### src/design/z80s_pkg.sv
`timescale 1ns / 1ps
// Shared types for the Z80 subset executor: instruction classes and the
// decoded entry that travels from the decoder through the queue to the
// execute stage. No dependencies.
package z80s_pkg;

  typedef enum logic [3:0] {
    KIND_NOP    = 4'd0,
    KIND_LD16   = 4'd1,
    KIND_ADDHL  = 4'd2,
    KIND_INCDEC = 4'd3,
    KIND_LDRN   = 4'd4,
    KIND_LDRR   = 4'd5,
    KIND_HALT   = 4'd6,
    KIND_ALUR   = 4'd7,
    KIND_ALUN   = 4'd8,
    KIND_JPCC   = 4'd9,
    KIND_JP     = 4'd10,
    KIND_OUT    = 4'd11,
    KIND_BAD    = 4'd12
  } kind_t;

  // Register codes as the opcode encodes them
  localparam logic [2:0] REG_HL_MEM = 3'd6;
  localparam logic [2:0] REG_A      = 3'd7;

  // ALU operation codes
  localparam logic [2:0] ALU_ADD = 3'd0;
  localparam logic [2:0] ALU_ADC = 3'd1;
  localparam logic [2:0] ALU_SUB = 3'd2;
  localparam logic [2:0] ALU_SBC = 3'd3;
  localparam logic [2:0] ALU_AND = 3'd4;
  localparam logic [2:0] ALU_XOR = 3'd5;
  localparam logic [2:0] ALU_OR  = 3'd6;
  localparam logic [2:0] ALU_CP  = 3'd7;

  typedef struct packed {
    kind_t      kind;
    logic [2:0] y;
    logic [2:0] z;
    logic [1:0] p;
    logic [7:0] imm_low;
    logic [7:0] imm_high;
  } dec_t;

endpackage

### src/design/z80s_if.sv
`timescale 1ns / 1ps
// Valid/ready channel interfaces for the instruction input and the result
// output. No dependencies.
interface z80s_in_if;
  logic       valid;
  logic       ready;
  logic [7:0] opcode;
  logic [7:0] imm_low;
  logic [7:0] imm_high;

  modport source (output valid, output opcode, output imm_low, output imm_high, input ready);
  modport sink   (input valid, input opcode, input imm_low, input imm_high, output ready);
endinterface

interface z80s_out_if;
  logic        valid;
  logic        ready;
  logic [15:0] next_pc;
  logic        out_valid;
  logic        out_port;
  logic [7:0]  out_value;
  logic        halted;
  logic        unsupported;
  logic [7:0]  acc_now;
  logic [7:0]  flags_now;

  modport source (output valid, output next_pc, output out_valid, output out_port,
                  output out_value, output halted, output unsupported, output acc_now,
                  output flags_now, input ready);
  modport sink   (input valid, input next_pc, input out_valid, input out_port,
                  input out_value, input halted, input unsupported, input acc_now,
                  input flags_now, output ready);
endinterface

### src/design/z80s_decode.sv
`timescale 1ns / 1ps
// Front end: classifies each incoming instruction into a decoded entry.
// Depends on z80s_pkg and z80s_in_if.
module z80s_decode (
  z80s_in_if.sink         in_ch,
  output logic            push,
  output z80s_pkg::dec_t  push_data,
  input  logic            q_full
);

  logic [1:0] x;
  logic [2:0] y;
  logic [2:0] z;
  logic [1:0] p;
  logic       q;
  z80s_pkg::kind_t kind;

  assign x = in_ch.opcode[7:6];
  assign y = in_ch.opcode[5:3];
  assign z = in_ch.opcode[2:0];
  assign p = in_ch.opcode[5:4];
  assign q = in_ch.opcode[3];

  always_comb begin
    kind = z80s_pkg::KIND_BAD;
    case (x)
      2'd0: begin
        if (z == 3'd0 && y == 3'd0)                                 kind = z80s_pkg::KIND_NOP;
        else if (z == 3'd1 && !q)                                   kind = z80s_pkg::KIND_LD16;
        else if (z == 3'd1)                                         kind = z80s_pkg::KIND_ADDHL;
        else if ((z == 3'd4 || z == 3'd5) && y != z80s_pkg::REG_HL_MEM)
          kind = z80s_pkg::KIND_INCDEC;
        else if (z == 3'd6 && y != z80s_pkg::REG_HL_MEM)             kind = z80s_pkg::KIND_LDRN;
      end
      2'd1: begin
        if (y == z80s_pkg::REG_HL_MEM && z == z80s_pkg::REG_HL_MEM)  kind = z80s_pkg::KIND_HALT;
        else if (y != z80s_pkg::REG_HL_MEM && z != z80s_pkg::REG_HL_MEM)
          kind = z80s_pkg::KIND_LDRR;
      end
      2'd2: begin
        if (z != z80s_pkg::REG_HL_MEM)                              kind = z80s_pkg::KIND_ALUR;
      end
      default: begin
        if (z == 3'd2)                                              kind = z80s_pkg::KIND_JPCC;
        else if (z == 3'd3 && y == 3'd0)                            kind = z80s_pkg::KIND_JP;
        else if (z == 3'd3 && y == 3'd2 && in_ch.imm_low[7:1] == 7'd0)
          kind = z80s_pkg::KIND_OUT;
        else if (z == 3'd6)                                         kind = z80s_pkg::KIND_ALUN;
      end
    endcase
  end

  assign in_ch.ready        = !q_full;
  assign push               = in_ch.valid && !q_full;
  assign push_data.kind     = kind;
  assign push_data.y        = y;
  assign push_data.z        = z;
  assign push_data.p        = p;
  assign push_data.imm_low  = in_ch.imm_low;
  assign push_data.imm_high = in_ch.imm_high;

endmodule

### src/design/z80s_queue.sv
`timescale 1ns / 1ps
// Two-entry queue of decoded instructions between decoder and execute stage.
// Depends on z80s_pkg.
module z80s_queue (
  input  logic           clk,
  input  logic           rst_n,
  input  logic           push,
  input  z80s_pkg::dec_t push_data,
  output logic           full,
  input  logic           pop,
  output logic           head_vld,
  output z80s_pkg::dec_t head
);

  z80s_pkg::dec_t ent_r [2];
  logic           wr_ptr_r, wr_ptr_nxt;
  logic           rd_ptr_r, rd_ptr_nxt;
  logic [1:0]     count_r, count_nxt;

  assign full     = (count_r == 2'd2);
  assign head_vld = (count_r != 2'd0);
  assign head     = ent_r[rd_ptr_r];

  always_comb begin
    wr_ptr_nxt = push ? ~wr_ptr_r : wr_ptr_r;
    rd_ptr_nxt = pop  ? ~rd_ptr_r : rd_ptr_r;
    count_nxt  = count_r;
    if (push && !pop)      count_nxt = count_r + 2'd1;
    else if (!push && pop) count_nxt = count_r - 2'd1;
  end

  always_ff @(posedge clk) begin
    if (!rst_n) begin
      wr_ptr_r <= 1'b0;
      rd_ptr_r <= 1'b0;
      count_r  <= 2'd0;
    end else begin
      wr_ptr_r <= wr_ptr_nxt;
      rd_ptr_r <= rd_ptr_nxt;
      count_r  <= count_nxt;
    end
  end

  always_ff @(posedge clk) begin
    if (push) ent_r[wr_ptr_r] <= push_data;
  end

endmodule

### src/design/z80s_exec.sv
`timescale 1ns / 1ps
// Back end: holds the architectural registers, executes one decoded instruction per
// cycle unless stalled, registers the result. Depends on z80s_pkg, z80s_out_if.
module z80s_exec (
  input  logic            clk,
  input  logic            rst_n,
  input  logic            head_vld,
  input  z80s_pkg::dec_t  head,
  output logic            pop,
  z80s_out_if.source      out_ch
);

  logic [7:0]  acc_r, acc_nxt, flag_r, flag_nxt;
  logic [7:0]  b_r, b_nxt, c_r, c_nxt, d_r, d_nxt, e_r, e_nxt, h_r, h_nxt, l_r, l_nxt;
  logic [15:0] sp_r, sp_nxt, pc_r, pc_nxt;
  logic        halt_r, halt_nxt;

  logic        ovld_r;
  logic [15:0] o_pc_r;
  logic        o_ov_r, o_port_r, o_halt_r, o_bad_r;
  logic [7:0]  o_val_r, o_acc_r, o_flag_r;

  logic [7:0]  src_val, dst_val, alu_o, alu_n, alu_v, id_v;
  logic [15:0] pair_val, hl, nn, hl_sum;
  logic        alu_sub, cond_ok, cy;
  logic        wr8_en, wr16_en, flag_en;
  logic [2:0]  wr8_code;
  logic [1:0]  wr16_pair;
  logic [7:0]  wr8_data, flag_data;
  logic [15:0] wr16_data;
  logic        bad, ov;

  function automatic logic [7:0] mk_flags(input logic [7:0] f, input logic [7:0] o,
                                          input logic [7:0] v, input logic sub);
    logic c, hc;
    if (sub) begin
      c  = (v > o);
      hc = (v[3:0] > o[3:0]);
    end else begin
      c  = (v < o);
      hc = (v[3:0] < o[3:0]);
    end
    return {v[7], (v == 8'd0), f[5], hc, f[3], 1'b0, sub, c};
  endfunction

  assign hl     = {h_r, l_r};
  assign nn     = {head.imm_high, head.imm_low};
  assign hl_sum = hl + pair_val;
  assign cy     = flag_r[0];
  assign pop    = head_vld && (!ovld_r || out_ch.ready);

  // Operand reads
  always_comb begin
    case (head.z)
      3'd0:    src_val = b_r;
      3'd1:    src_val = c_r;
      3'd2:    src_val = d_r;
      3'd3:    src_val = e_r;
      3'd4:    src_val = h_r;
      3'd5:    src_val = l_r;
      3'd7:    src_val = acc_r;
      default: src_val = 8'd0;
    endcase
    case (head.y)
      3'd0:    dst_val = b_r;
      3'd1:    dst_val = c_r;
      3'd2:    dst_val = d_r;
      3'd3:    dst_val = e_r;
      3'd4:    dst_val = h_r;
      3'd5:    dst_val = l_r;
      3'd7:    dst_val = acc_r;
      default: dst_val = 8'd0;
    endcase
    case (head.p)
      2'd0:    pair_val = {b_r, c_r};
      2'd1:    pair_val = {d_r, e_r};
      2'd2:    pair_val = hl;
      default: pair_val = sp_r;
    endcase
    case (head.y)
      3'd0:    cond_ok = !flag_r[6];
      3'd1:    cond_ok = flag_r[6];
      3'd2:    cond_ok = !flag_r[0];
      3'd3:    cond_ok = flag_r[0];
      3'd4:    cond_ok = !flag_r[2];
      3'd5:    cond_ok = flag_r[2];
      3'd6:    cond_ok = !flag_r[7];
      default: cond_ok = flag_r[7];
    endcase
  end

  // 8-bit ALU
  assign alu_o = acc_r;
  assign alu_n = (head.kind == z80s_pkg::KIND_ALUN) ? head.imm_low : src_val;
  always_comb begin
    alu_sub = 1'b0;
    case (head.y)
      z80s_pkg::ALU_ADD: alu_v = alu_o + alu_n;
      z80s_pkg::ALU_ADC: alu_v = alu_o + alu_n + {7'd0, cy};
      z80s_pkg::ALU_SUB: begin alu_v = alu_o - alu_n; alu_sub = 1'b1; end
      z80s_pkg::ALU_SBC: begin alu_v = alu_o - alu_n - {7'd0, cy}; alu_sub = 1'b1; end
      z80s_pkg::ALU_AND: alu_v = alu_o & alu_n;
      z80s_pkg::ALU_XOR: alu_v = alu_o ^ alu_n;
      z80s_pkg::ALU_OR:  alu_v = alu_o | alu_n;
      default:           begin alu_v = alu_o - alu_n; alu_sub = 1'b1; end
    endcase
  end

  // INC when z is 4, DEC when z is 5
  assign id_v = head.z[0] ? dst_val - 8'd1 : dst_val + 8'd1;

  // Execute: work out writes, next PC and the result fields
  always_comb begin
    wr8_en    = 1'b0;
    wr8_code  = head.y;
    wr8_data  = head.imm_low;
    wr16_en   = 1'b0;
    wr16_pair = head.p;
    wr16_data = nn;
    flag_en   = 1'b0;
    flag_data = mk_flags(flag_r, alu_o, alu_v, alu_sub);
    pc_nxt    = pc_r;
    halt_nxt  = halt_r;
    bad       = 1'b0;
    ov        = 1'b0;
    if (!halt_r) begin
      case (head.kind)
        z80s_pkg::KIND_NOP:  pc_nxt = pc_r + 16'd1;
        z80s_pkg::KIND_LD16: begin
          wr16_en = 1'b1;
          pc_nxt  = pc_r + 16'd3;
        end
        z80s_pkg::KIND_ADDHL: begin
          wr16_en   = 1'b1;
          wr16_pair = 2'd2;
          wr16_data = hl_sum;
          pc_nxt    = pc_r + 16'd1;
        end
        z80s_pkg::KIND_INCDEC: begin
          wr8_en    = 1'b1;
          wr8_data  = id_v;
          flag_en   = 1'b1;
          flag_data = mk_flags(flag_r, dst_val, id_v, head.z[0]);
          pc_nxt    = pc_r + 16'd1;
        end
        z80s_pkg::KIND_LDRN: begin
          wr8_en = 1'b1;
          pc_nxt = pc_r + 16'd2;
        end
        z80s_pkg::KIND_LDRR: begin
          wr8_en   = 1'b1;
          wr8_data = src_val;
          pc_nxt   = pc_r + 16'd1;
        end
        z80s_pkg::KIND_HALT: halt_nxt = 1'b1;
        z80s_pkg::KIND_ALUR, z80s_pkg::KIND_ALUN: begin
          wr8_en   = (head.y != z80s_pkg::ALU_CP);
          wr8_code = z80s_pkg::REG_A;
          wr8_data = alu_v;
          flag_en  = 1'b1;
          pc_nxt   = (head.kind == z80s_pkg::KIND_ALUN) ? pc_r + 16'd2 : pc_r + 16'd1;
        end
        z80s_pkg::KIND_JPCC: pc_nxt = cond_ok ? nn : pc_r + 16'd3;
        z80s_pkg::KIND_JP:   pc_nxt = nn;
        z80s_pkg::KIND_OUT: begin
          ov     = 1'b1;
          pc_nxt = pc_r + 16'd2;
        end
        default: bad = 1'b1;
      endcase
    end
  end

  // Apply the register writes
  always_comb begin
    acc_nxt  = acc_r;
    b_nxt    = b_r;
    c_nxt    = c_r;
    d_nxt    = d_r;
    e_nxt    = e_r;
    h_nxt    = h_r;
    l_nxt    = l_r;
    sp_nxt   = sp_r;
    flag_nxt = flag_en ? flag_data : flag_r;
    if (wr8_en) begin
      case (wr8_code)
        3'd0:    b_nxt   = wr8_data;
        3'd1:    c_nxt   = wr8_data;
        3'd2:    d_nxt   = wr8_data;
        3'd3:    e_nxt   = wr8_data;
        3'd4:    h_nxt   = wr8_data;
        3'd5:    l_nxt   = wr8_data;
        3'd7:    acc_nxt = wr8_data;
        default: acc_nxt = acc_r;
      endcase
    end
    if (wr16_en) begin
      case (wr16_pair)
        2'd0:    begin b_nxt = wr16_data[15:8]; c_nxt = wr16_data[7:0]; end
        2'd1:    begin d_nxt = wr16_data[15:8]; e_nxt = wr16_data[7:0]; end
        2'd2:    begin h_nxt = wr16_data[15:8]; l_nxt = wr16_data[7:0]; end
        default: sp_nxt = wr16_data;
      endcase
    end
  end

  always_ff @(posedge clk) begin
    if (!rst_n) begin
      acc_r  <= 8'd0;
      flag_r <= 8'd0;
      b_r    <= 8'd0;
      c_r    <= 8'd0;
      d_r    <= 8'd0;
      e_r    <= 8'd0;
      h_r    <= 8'd0;
      l_r    <= 8'd0;
      sp_r   <= 16'd0;
      pc_r   <= 16'd0;
      halt_r <= 1'b0;
      ovld_r <= 1'b0;
    end else begin
      if (pop) begin
        acc_r  <= acc_nxt;
        flag_r <= flag_nxt;
        b_r    <= b_nxt;
        c_r    <= c_nxt;
        d_r    <= d_nxt;
        e_r    <= e_nxt;
        h_r    <= h_nxt;
        l_r    <= l_nxt;
        sp_r   <= sp_nxt;
        pc_r   <= pc_nxt;
        halt_r <= halt_nxt;
        ovld_r <= 1'b1;
      end else if (out_ch.ready) begin
        ovld_r <= 1'b0;
      end
    end
  end

  // Result register; payload needs no reset
  always_ff @(posedge clk) begin
    if (pop) begin
      o_pc_r   <= pc_nxt;
      o_ov_r   <= ov;
      o_port_r <= ov & head.imm_low[0];
      o_val_r  <= ov ? acc_r : 8'd0;
      o_halt_r <= halt_nxt;
      o_bad_r  <= bad;
      o_acc_r  <= acc_nxt;
      o_flag_r <= flag_nxt;
    end
  end

  assign out_ch.valid       = ovld_r;
  assign out_ch.next_pc     = o_pc_r;
  assign out_ch.out_valid   = o_ov_r;
  assign out_ch.out_port    = o_port_r;
  assign out_ch.out_value   = o_val_r;
  assign out_ch.halted      = o_halt_r;
  assign out_ch.unsupported = o_bad_r;
  assign out_ch.acc_now     = o_acc_r;
  assign out_ch.flags_now   = o_flag_r;

endmodule

### src/design/z80_subset_instruction_execute.sv
`timescale 1ns / 1ps
// Z80 subset instruction executor, top level.
// Depends on z80s_pkg, z80s_if, z80s_decode, z80s_queue and z80s_exec.
//
// Usage:
//   in_ch  - valid/ready channel carrying one instruction per transfer: the
//            opcode and the two bytes that follow it, fetched by the caller.
//   out_ch - valid/ready channel giving exactly one result per instruction:
//            next PC, port write, halt mark, unsupported mark, A and F.
// Path: an instruction transfer is decoded and written into a queue entry; the
//   execute stage then executes it and registers the result in its result
//   register. Throughput is one instruction per cycle while out_ch.ready stays
//   high; the execute stage updates all registers together, so a dependent
//   instruction may follow directly.
// Reset (rst_n low, synchronous): A, F, B-L, SP, PC and the halt mark clear,
//   the queue empties and no result is pending.
// Stall: when the receiver holds out_ch.ready low the result register holds
//   its value, the two-entry queue fills and in_ch.ready drops once it is full.
// Once HALT has executed, further instructions are still taken but only
//   report the frozen state until reset.
module z80_subset_instruction_execute (
  input  logic        clk,
  input  logic        rst_n,
  z80s_in_if.sink     in_ch,
  z80s_out_if.source  out_ch
);

  logic           push;
  logic           q_full;
  logic           pop;
  logic           head_vld;
  z80s_pkg::dec_t push_data;
  z80s_pkg::dec_t head;

  // Front: classify the incoming instruction
  z80s_decode u_decode (
    .in_ch     (in_ch),
    .push      (push),
    .push_data (push_data),
    .q_full    (q_full)
  );

  // Decouple front from back so each may stall on its own
  z80s_queue u_queue (
    .clk       (clk),
    .rst_n     (rst_n),
    .push      (push),
    .push_data (push_data),
    .full      (q_full),
    .pop       (pop),
    .head_vld  (head_vld),
    .head      (head)
  );

  // Back: execute against the register state and hold the result
  z80s_exec u_exec (
    .clk      (clk),
    .rst_n    (rst_n),
    .head_vld (head_vld),
    .head     (head),
    .pop      (pop),
    .out_ch   (out_ch)
  );

endmodule
### src/flat_wrapper.sv
// flat-port wrapper written by rule: the top's interface ports become plain ports
module z80_subset_instruction_execute_flat 
  (clk, rst_n, in_ch_valid, in_ch_opcode, in_ch_imm_low, in_ch_imm_high, in_ch_ready, out_ch_valid, out_ch_next_pc, out_ch_out_valid, out_ch_out_port, out_ch_out_value, out_ch_halted, out_ch_unsupported, out_ch_acc_now, out_ch_flags_now, out_ch_ready);
  z80s_in_if in_ch_i ();
  z80s_out_if out_ch_i ();
  input  logic clk;
  input  logic rst_n;
  input wire logic [$bits(in_ch_i.valid)-1:0] in_ch_valid;
  input wire logic [$bits(in_ch_i.opcode)-1:0] in_ch_opcode;
  input wire logic [$bits(in_ch_i.imm_low)-1:0] in_ch_imm_low;
  input wire logic [$bits(in_ch_i.imm_high)-1:0] in_ch_imm_high;
  output wire logic [$bits(in_ch_i.ready)-1:0] in_ch_ready;
  output wire logic [$bits(out_ch_i.valid)-1:0] out_ch_valid;
  output wire logic [$bits(out_ch_i.next_pc)-1:0] out_ch_next_pc;
  output wire logic [$bits(out_ch_i.out_valid)-1:0] out_ch_out_valid;
  output wire logic [$bits(out_ch_i.out_port)-1:0] out_ch_out_port;
  output wire logic [$bits(out_ch_i.out_value)-1:0] out_ch_out_value;
  output wire logic [$bits(out_ch_i.halted)-1:0] out_ch_halted;
  output wire logic [$bits(out_ch_i.unsupported)-1:0] out_ch_unsupported;
  output wire logic [$bits(out_ch_i.acc_now)-1:0] out_ch_acc_now;
  output wire logic [$bits(out_ch_i.flags_now)-1:0] out_ch_flags_now;
  input wire logic [$bits(out_ch_i.ready)-1:0] out_ch_ready;
  assign in_ch_i.valid = in_ch_valid;
  assign in_ch_i.opcode = in_ch_opcode;
  assign in_ch_i.imm_low = in_ch_imm_low;
  assign in_ch_i.imm_high = in_ch_imm_high;
  assign in_ch_ready = in_ch_i.ready;
  assign out_ch_valid = out_ch_i.valid;
  assign out_ch_next_pc = out_ch_i.next_pc;
  assign out_ch_out_valid = out_ch_i.out_valid;
  assign out_ch_out_port = out_ch_i.out_port;
  assign out_ch_out_value = out_ch_i.out_value;
  assign out_ch_halted = out_ch_i.halted;
  assign out_ch_unsupported = out_ch_i.unsupported;
  assign out_ch_acc_now = out_ch_i.acc_now;
  assign out_ch_flags_now = out_ch_i.flags_now;
  assign out_ch_i.ready = out_ch_ready;
  z80_subset_instruction_execute u_core (.clk(clk), .rst_n(rst_n), .in_ch(in_ch_i), .out_ch(out_ch_i));
endmodule
### config.mk
export PLATFORM = sky130hd
export DESIGN_NAME = z80_subset_instruction_execute_flat
export DESIGN_NICKNAME = d
export VERILOG_FILES = /design/src/design/z80s_pkg.sv /design/src/design/z80s_if.sv /design/src/design/z80s_decode.sv /design/src/design/z80s_queue.sv /design/src/design/z80s_exec.sv /design/src/design/z80_subset_instruction_execute.sv /design/src/flat_wrapper.sv
export SDC_FILE = /design/constraint.sdc
export NUM_CORES = 1
export LEC_CHECK = 0
export ABC_AREA = 1
export BUFFER_PORTS_ARGS = -buffer_cell sky130_fd_sc_hd__buf_4
export CORE_MARGIN = 2
export CORE_UTILIZATION = 30
export DETAILED_ROUTE_END_ITERATION = 16
export SLEW_MARGIN = 30
export SYNTH_ARGS = -nofsm -noshare
export SYNTH_HDL_FRONTEND = slang
export SYNTH_HIERARCHICAL = 1
export SYNTH_SLANG_ARGS = --single-unit
### constraint.sdc
create_clock -name clk -period 13.2 [get_ports clk]
set_input_delay 1.98 -clock clk [delete_from_list [all_inputs] [get_ports clk]]
set_output_delay 1.98 -clock clk [all_outputs]
set_load 0.1 [all_outputs]
[After elaboration in Yosys (flattened, before gate mapping)]
Memory sizes are Yosys's and may differ from the RTL's. A register that Yosys moved wholly into a read port is not among the register bits.
Cells that the tools add are included.
Word-level totals
  output and inout bits: 46
  bits in writable memories: 56
  logic and storage cells: 233
  bits in registers: 146
  memories: 1
Memories
  u_core.u_queue.ent_r: depth 2, bits a word 28, rd ports 1, clocked after Yosys merged registers in 1, wr ports 1, line z80s_queue.sv:15  | z80s_pkg::dec_t ent_r [2];
Cells by class
  add/sub/neg operators: 12
  reductions and logical operators: 49
  eq/ne operators: 48
  $lt $le $gt $ge: 8
  muxes and demuxes: 85
  bitwise operators: 7
Operators with widths (number)
  $mux W8: 32
  $pmux W8 S7: 2
  $pmux W16 S6: 1
  $mux W16: 5
  $pmux W16 S3: 1
  $pmux W8 S6: 1
  $eq A3 B3 Y1 const B: 14
  $add A16 B2 Y16 const B: 2
  $mux W4: 8
  $eq A3 B2 Y1 const B: 9
  $pmux W8 S3: 1
  $mux W1: 21
  $mux W3: 6
  $add A16 B1 Y16 const B: 1
  $add A16 B16 Y16: 1
  $eq A4 B3 Y1 const B: 4
  $eq A4 B4 Y1 const B: 4
  $gt A8 B8 Y1: 2
  $logic_not A8 Y1: 2
  $lt A8 B8 Y1: 2
  $logic_not A3 Y1: 5
  $logic_and A1 B1 Y1: 13
  $eq A3 B1 Y1 const B: 4
  $pmux W4 S3: 1
  other kinds (35): 67

[Depth between registers and ports, before layout]
  word-level depth: 12
  mapped depth: 37

[Hierarchy]
The synthesis kept the hierarchy.
Modules (own cells, without submodules)
  z80s_exec: area an instance 12359.4 µm², instances 1, cells each 1971
  z80s_queue: area an instance 2351.0 µm², instances 1, cells each 122
  z80s_decode: area an instance 594.3 µm², instances 1, cells each 109

[Least setup slack after synthesis]
Ideal clock, no wire load.
  path type: input to register
  start: input out_ch_ready
  end: register u_core.u_queue.count_r[1]
  data required time: 13.136 ns
  stages on the path: 13
  setup time: 0.064 ns
  path slack: 8.387 ns
  arrival: 4.749 ns
  cells stage by stage: inv_1 > nand2_1 > nand2_1 > inv_1 > clkbuf_1 > clkbuf_1 > inv_1 > ha_1 > inv_1 > nand3_1 > nand2_1 > inv_1 > nor2_1
Between the ends
  word-level cells in the longest chain between the ends: 5
  elaborated cells between the ends (all ways): 7
  classes of those cells: 1 x mux; 6 x reduce/logical
RTL lines
  from (decl): line flat_wrapper.sv:22  | input wire logic [$bits(out_ch_i.ready)-1:0] out_ch_ready;
  $logic_or A1 B1 Y1 *: line z80s_exec.sv:50  | assign pop = head_vld && (!ovld_r || out_ch.ready);
  $logic_and A1 B1 Y1 *: line z80s_exec.sv:50
  via u_core.pop: line z80_subset_instruction_execute.sv:30  | logic pop;
  $logic_not A1 Y1: line z80s_queue.sv:28  | if (push && !pop) count_nxt = count_r + 2'd1;
  $logic_and A1 B1 Y1: line z80s_queue.sv:28
  $mux W2 or $reduce_bool A2 Y1 (tied branches)
  to (signal assigned): line z80s_queue.sv:40  | count_r <= count_nxt;
  to (decl): line z80s_queue.sv:18  | logic [1:0] count_r, count_nxt;
The timed path passes the listed nets; every way through them passes the cells marked *.
A chain may end at the register's enable or synchronous reset.

==> impl_metrics.csv <==
group,metric,value,unit
yosys,synthCells,2202,
timing,fmax,0.161,GHz
yosys,synthXorXnorAreaFrac,2.17,%
worst_setup_path,worst-path-buf-inv,5,
worst_setup_path,arrival,6.46,ns
yosys,yosys.area_share.adder,6.74,%
grt,grt_pass1_wl,87500,µm
clock_tree,postCtsHoldBufs,0,
clock_tree,cts_buffers,17,
clock_tree,clkTransAtPathRegs,0.09,ns
yosys,synth-async-reset-ratio,0,%
final_layout,stdcell_count,2891,
power_and_ir_drop,power_density,262,mW/mm²
clock_tree,clock_latency,0.50,ns
clock_tree,cts_sinks,199,
routing,drc_errors,0,
hold_path,hp-class,"reg2reg",
routing,drt-total-wl,57500,µm
grt,grt_pass1_vias,14500,
grt,grt_max_degree,66,
yosys,synth_top_cell_by_area,"edfxtp_1",
final_layout,drive_above_1_share,9.42,%
timing,fin_ws,7.00,ns
clock_tree,clockBufferDepth,2,
routing,met3_wirelength,4900,µm
yosys,yosys.area_share.simple,25.3,%
grt,grt_overflow,0,
clock_tree,cts_tree,"yes",
worst_setup_path,cp_top_family,"simple AND/OR/NAND/NOR gates",
worst_setup_path,end_kind,"flip-flop",
worst_setup_path,cp-start-kind,"flip-flop",
yosys,synth_compound_area_share,18.9,%
worst_setup_path,critPathKind,"reg2reg",
routing,ant_nets,0,
timing,period_share,47.0,%
clock_tree,cts_resized,0,
yosys,yosysMostFrequentCell,"nand2_1",
place,hpwl,43500,µm
final_layout,synthToLayoutAreaGrowth,9.97,%
timing,tightest_slew,1.06,ns
floorplan,dieArea,0.0528,mm²
timing,holdWs,0.460,ns
yosys,avgSynthCellArea,6.95,µm²
yosys,yosysSeqAreaShare,32.4,%
floorplan,pin_count,74,
place,dp.cells,2859,
timing,setup_viol,0,
power_and_ir_drop,finalPower,0.00441,W
floorplan,fp.dieW,230,µm
power_and_ir_drop,irDropWorstVdd,0.183,mV
grt,antenna_found_initial,0,
place,port_buffers,71,
routing,dr_wl_met2,25200,µm
floorplan,die_y,230,µm
routing,routed_via_density,5.37,
routing,routedLengthMet1,25200,µm
clock_tree,clock-root-buffer,"clkbuf_16",
yosys,yosys.cell_types.count,64,
final_layout,diodes,0,
routing,dr.max_layer_used,"met4",
routing,drtIter0Drc,1802,
timing,fin_crit,6.20,ns
yosys,synthTopCellsByArea,"edfxtp_1, dfxtp_1, nand2_1, inv_1, a21oi_1",
timing,clock_skew,0.0182,ns
worst_setup_path,slowest_stage,"nor3_1",
yosys,muxShareOfSynthArea,2.62,%
yosys,synth_top_family_by_area,"simple AND/OR/NAND/NOR gates",
place,place.gp.congestion,0.970,
status,status,"finished clean",
worst_setup_path,crit_required,13.46,ns
routing,avgRoutedWirePerCell,19.9,µm
routing,first_pass_iters,6,
power_and_ir_drop,p_leak,7.34,nW
worst_setup_path,crit_fanout,28,
routing,vias,15500,
worst_setup_path,cpMostUsedCell,"nand2_1",
final_layout,final_nets,2314,
floorplan,initial_utilization,30.4,%
timing,hold_viol,0,
yosys,ys_ff_latch,199,
floorplan,row_count,82,
place,dpl_worst_slack,7.15,ns
run,max_cap_viol_count,0,
clock_tree,h-tree-depth,4,
yosys,synth_ff_type,"dfxtp_1",
yosys,synth.yosys.warnings,6,
grt,grt_util_all_layers,21.6,%
clock_tree,postCtsSetupRepairBufs,0,
yosys,synth_edf_count,98,
timing,fin_setup_tns,0,ns
timing,rsz0062_at_grt,"no",
final_layout,fillCellCount,5448,
worst_setup_path,max_stage_delay,0.87,ns
floorplan,core,0.0503,mm²
timing,relSlewSlack,29.0,%
yosys,synth.top_cells.by_count,"nand2_1, inv_1, a21oi_1",
yosys,synth_area,0.0153,mm²
timing,drv_slew,0,
yosys,yosysTopAreaCellShare,19.2,%
==> final timing paths <==
check / from / end / slack (ns) / cells after the start
setup / recovery: flip-flop / u_core/u_exec/out_ch.flags_now[0]$_DFFE_PP_ / 7.00 / 32
hold reg to reg: u_core/u_exec/flag_r[2]$_SDFFE_PN0P_ / u_core/u_exec/flag_r[2]$_SDFFE_PN0P_ / 0.46 / 2
setup reg to reg: flip-flop / u_core/u_exec/out_ch.flags_now[0]$_DFFE_PP_ / 7.00 / 32
hold / removal: u_core/u_exec/flag_r[2]$_SDFFE_PN0P_ / u_core/u_exec/flag_r[2]$_SDFFE_PN0P_ / 0.46 / 2
==> cells in the final DEF, fill, tap and decap left out, drive strengths merged, types with 8 or more instances in the layout <==
master / n
ha: 76
nor3: 19
nand2: 515
buf: 80
xor2: 30
clkinv: 8
o221ai: 11
o21ai: 187
nand4: 24
clkbuf: 17
nor2: 164
mux2: 28
dfxtp: 101
o22ai: 36
a21oi: 232
edfxtp: 98
inv: 339
o211ai: 19
nand3: 167
==> per-layer routing <==
| metal | track usage [%] | vias to the layer above |
|---|---|---|
| li1 | - | 7324 |
| met1 | 29.5 | 7309 |
| met2 | 34.1 | 770 |
| met3 | 3.22 | 120 |
| met4 | 8.93 | 0 |
| met5 | 0 | - |
==> sequential cells by signal (all words and copies together) (netlist names), 16 cells and up, named ones only <==
name / flops
u_core/u_exec/out_ch.next_pc: 16
u_core/u_exec/pc_r: 16
u_core/u_exec/sp_r: 16
u_core/u_queue/ent_r: 56
==> power breakdown <==
part           internal (W)  switching [W]
clock network      0.000275       0.000288
registers          0.000855       0.000122
logic              0.000719        0.00215
total               0.00185        0.00256
==> kinds of logic (layout without fill, tap and decap cells) <==
| family | Yosys count | in the layout |
|---|---|---|
| AO/OA/AOI/OAI | 521 | 521 |
| multiplexers | 29 | 29 |
| XOR/XNOR | 37 | 37 |
| buffers and inverters | 430 | 446 |
| AND/OR/NAND/NOR | 905 | 905 |
| adder cells (fa/ha/maj) | 80 | 80 |
| other | 1 | 2 |
| flip-flops | 199 | 199 |
==> area by class of cell <==
type	instances	area (µm²)	share of cell area [%]
clock buffers	17	425	2.53
clock inverters	15	199	1.18
inverters	334	1260	7.48
multi-input cells	1574	8540	50.8
flip-flops and latches	199	4960	29.5
well taps	672	841	5.00
repair buffers	80	601	3.57
==> worst reg2reg max path: cells and delay by family, from the launching register on <==
kind	cells	cell delay, ns
and+or+nand+nor	17	2.55
muxes	1	0.48
adders and majority gates	3	0.99
buffers and inverters	5	0.73
DFF	1	0.31
AOI/OAI and AO/OA	6	0.92
==> through the flow <==
step                utilization [%]  cell area, µm²
floorplan                         -           15300
global placement               32.2           16200
detailed placement             32.2           16200
CTS                            33.5           16800
global route                   33.5           16800
finish                         33.5           16800
No activity file was read; power rests on OpenSTA's default activity.
